==> src/assert_macros.svh <==
// Assertion helpers used by the RTL.
`ifndef ASSERT_MACROS_SVH
`define ASSERT_MACROS_SVH
// Checks that an implication holds at every clock edge outside reset.
`define ASSERT_IMPL(label, clk, rst_n, cond) \
	label: assert property (@(posedge clk) disable iff (!rst_n) (cond)) \
		else $error("assertion failed");
// Checks that a signal stays stable in the cycle after the condition holds.
`define ASSERT_HOLD(label, clk, rst_n, pre, sig) \
	label: assert property (@(posedge clk) disable iff (!rst_n) (pre) |=> $stable(sig)) \
		else $error("signal changed");
`endif

==> src/gstb_ram.sv <==
`default_nettype none
module gstb_ram #(
	parameter int Width = 16,
	parameter int Depth = 64
) (
	input  wire logic                     clk,
	input  wire logic                     we,
	input  wire logic [$clog2(Depth)-1:0] waddr,
	input  wire logic [Width-1:0]         wdata,
	input  wire logic [$clog2(Depth)-1:0] raddr,
	output logic      [Width-1:0]         rdata
);
	logic [Width-1:0] mem_q [Depth];

	always_ff @(posedge clk) begin
		if (we) mem_q[waddr] <= wdata;
		rdata <= mem_q[raddr];
	end
endmodule
`default_nettype wire

==> config.mk <==
export PLATFORM = sky130hd
export DESIGN_NAME = gstb_ram
export DESIGN_NICKNAME = d
export VERILOG_FILES = /design/src/assert_macros.svh /design/src/gstb_ram.sv
export SDC_FILE = /design/constraint.sdc
export NUM_CORES = 1
export LEC_CHECK = 0
export ABC_AREA = 1
export BUFFER_PORTS_ARGS = -buffer_cell sky130_fd_sc_hd__buf_2
export CAP_MARGIN = 20
export CELL_PAD_IN_SITES_DETAIL_PLACEMENT = 0
export CELL_PAD_IN_SITES_GLOBAL_PLACEMENT = 1
export CORE_AREA = 2 2 314 393
export CTS_CLUSTER_DIAMETER = 50
export DETAILED_ROUTE_END_ITERATION = 8
export DIE_AREA = 0 0 316 395
export PLACE_DENSITY = 0.67
export SLEW_MARGIN = 20
export SYNTH_ARGS = -nofsm -noshare
export SYNTH_HDL_FRONTEND = slang
export SYNTH_SLANG_ARGS = --single-unit
==> constraint.sdc <==
create_clock -name clk -period 5.1 [get_ports clk]
set_input_delay 0.51 -clock clk [delete_from_list [all_inputs] [get_ports clk]]
set_output_delay 0.51 -clock clk [all_outputs]
set_load 0.01 [all_outputs]
==> metrics.txt <==
Clock Pin Slew Worst Setup and Hold Paths=0.07 ns; Starting Density=34.8%; num rows=143; CTS tree=done; Die Y=395 um; grt ovf=0; final slew viol count=0; ANT nets after route=0; syn_area_per_cell=12.0 um2; worst clock skew=0.0240 ns; Multi-input gate area=0.00962 mm2; Worst Setup Start Kind=input pin; Tightest Hold Check Type=input pin to register; Crit Path Class=input pin to register; Max IR drop VDD=0.251 mV; leakage=16.7 nW; post-synthesis cell area=0.0421 mm2; cts hold-fix bufs=0; placed cell area=0.0439 mm2; CP max FO=176; Final setup viols=0; cell count after synthesis=3517; area delta synth->final=11.9%; wire per inst=23.5 um; Cell Pwr Density=383 mW/mm2; NumNets Final=3563; critical path capture point type=register; Die W=316 um; Iteration-0 DRC Markers=2822; drt first pass iters=5; Synth Warn #=0; via count=26900; PortBufs=45; syn_nets=3547; gpl congestion=0.777; status=complete, no violations; Num CTS Buffers=97; Final HPWL DP=64800 um; die area=0.125 mm2; GRT Util Overall=19.5%; worst-skew pair later-pin latency=0.70 ns; H-tree levels=3; smallest hold slack=0.412 ns; final hold vios=0; Synth Register Bits=1040; register area=0.0311 mm2; Clock Sink Count=1040; period utilization=54.0%; f_max=363 MHz; Slew headroom=19.7%; global-route wire length before repair=179000 um; Core ar.=0.121 mm2; via density per instance=5.17; filler instances=11400; Tightest Pin Transition=1.20 ns; largest net degree at the start of global routing=177; CP required=5.74 ns; number of gates resized after CTS=0; sequential-to-total area share from yosys stat=73.8%; crit path DAT=3.39 ns; vias in the first global route=25800; unique cell type count in the Yosys netlist=16; fin crit period=2.76 ns; Setup TNS Final=0 ns; deepest clock path buffer count=3; share of cells above drive strength 1=8.60%; initial antenna violation count=7; routed wire length=123000 um; clk root buf=clkbuf_16; Residual DRC=0; num ports=46; final instance area=0.0471 mm2; RSZ-0062 raised after global routing=false; Max Cap Viol=0; Post-CTS Setup Bufs=0
Yosys cell counts:
library cell	count	area share [%]
nand2_1	1296	12
edfxtp_1	1024	73
nand3_1	871	10
buf_2	113	1.3
nor2_1	56	0.50
buf_6	49	1.3
clkbuf_1	26	0.23
buf_4	19	0.34
buf_1	17	0.15
dfxtp_1	16	0.76
inv_1	9	0.080
nand4_1	9	0.13
nor4_1	8	0.12
inv_2	2	0.018
buf_8	1	0.036
inv_8	1	0.027
routing by layer:
metal  up-vias  part of all wire, %  track usage (%)  routed length [um]
met5         -                0.039                0                  48
met1     13500                   42             26.2               51400
met3       187                  6.1             3.10                7430
met4         8                  2.9             6.31                3600
li1      12400                    -                -                   -
met2       857                   49             32.3               60100
worst max-delay path, cell delays in order:
cell	delay (ns)
buf_8	0.22
inv_16	0.31
buf_16	0.56
buf_4	0.41
nand2_1	0.08
nand3_1	0.09
nand3_1	0.09
nand2_1	0.14
nand2_1	0.06
nand3_1	0.23
nand3_1	0.21
nand2_1	0.11
cells in the final DEF, fill, tap and decap left out:
| cell type | count |
|---|---|
| buf_12 | 8 |
| buf_16 | 1 |
| buf_2 | 42 |
| buf_4 | 88 |
| buf_6 | 1 |
| buf_8 | 2 |
| bufinv_16 | 9 |
| clkbuf_1 | 22 |
| clkbuf_16 | 102 |
| clkbuf_8 | 6 |
| clkinv_1 | 16 |
| clkinv_2 | 17 |
| clkinv_4 | 3 |
| clkinv_8 | 1 |
| clkinvlp_4 | 5 |
| dfxtp_1 | 16 |
| diode_2 | 3 |
| edfxtp_1 | 1024 |
| inv_1 | 7 |
| inv_16 | 1 |
| inv_4 | 1 |
| inv_6 | 1 |
| inv_8 | 2 |
| nand2_1 | 1296 |
| nand3_1 | 871 |
| nand4_1 | 9 |
| nor2_1 | 43 |
| nor2_2 | 13 |
| nor4_2 | 8 |
sequential cells by signal, summed over array words and instances, names as in the netlist:
register and flops:
rdata 16, mem_q 1024
layout make-up:
| type | instances | share of cell area (%) |
|---|---|---|
| well taps | 1595 | 4.24 |
| flip-flops and latches | 1040 | 66.0 |
| clock inverters | 51 | 1.08 |
| repair buffers | 142 | 2.34 |
| inverters | 12 | 0.154 |
| diodes | 3 | 0.0159 |
| multi-input cells | 2240 | 20.4 |
| clock buffers | 130 | 5.77 |
power by group:
group	internal (W)	total [W]	switching [W]	leakage (nW)
clock	0.00420	0.00740	0.00320	1.57
combinational	0.000261	0.00115	0.000892	5.76
sequential	0.00946	0.00949	0.0000322	9.35
logic make-up after synthesis:
group / Yosys count / synth area share (%)
buffers and inverters: 237 / 3.54
flip-flops: 1040 / 73.8
AND/OR/NAND/NOR: 2240 / 22.7
final timing paths:
check | startpoint | to | cells past startpoint | slack, ns
setup / recovery | raddr[0] | rdata[15]$_DFF_P_ | 12 | 2.34
hold / removal | raddr[5] | rdata[6]$_DFF_P_ | 3 | 0.41
setup reg to reg | mem_q[51][15]$_DFFE_PP_ | rdata[15]$_DFF_P_ | 8 | 3.44
hold reg to reg | mem_q[40][1]$_DFFE_PP_ | rdata[1]$_DFF_P_ | 8 | 0.79
per-stage QoR:
| step | utilization, % | worst slack, ns | cells | total power, W |
|---|---|---|---|---|
| CTS | 38.9 | 2.43 | 5210 | 0.0182 |
| detailed placement | 36.2 | 1.68 | 5029 | 0.0108 |
| finish | 38.9 | 2.34 | 5213 | 0.0180 |
| global placement | 36.2 | 1.49 | 5028 | 0.0108 |
| global route | 38.9 | 2.26 | 5211 | 0.0186 |
| floorplan | - | 2.04 | 3517 | 0.0103 |
(Power assumes the default switching activity.)
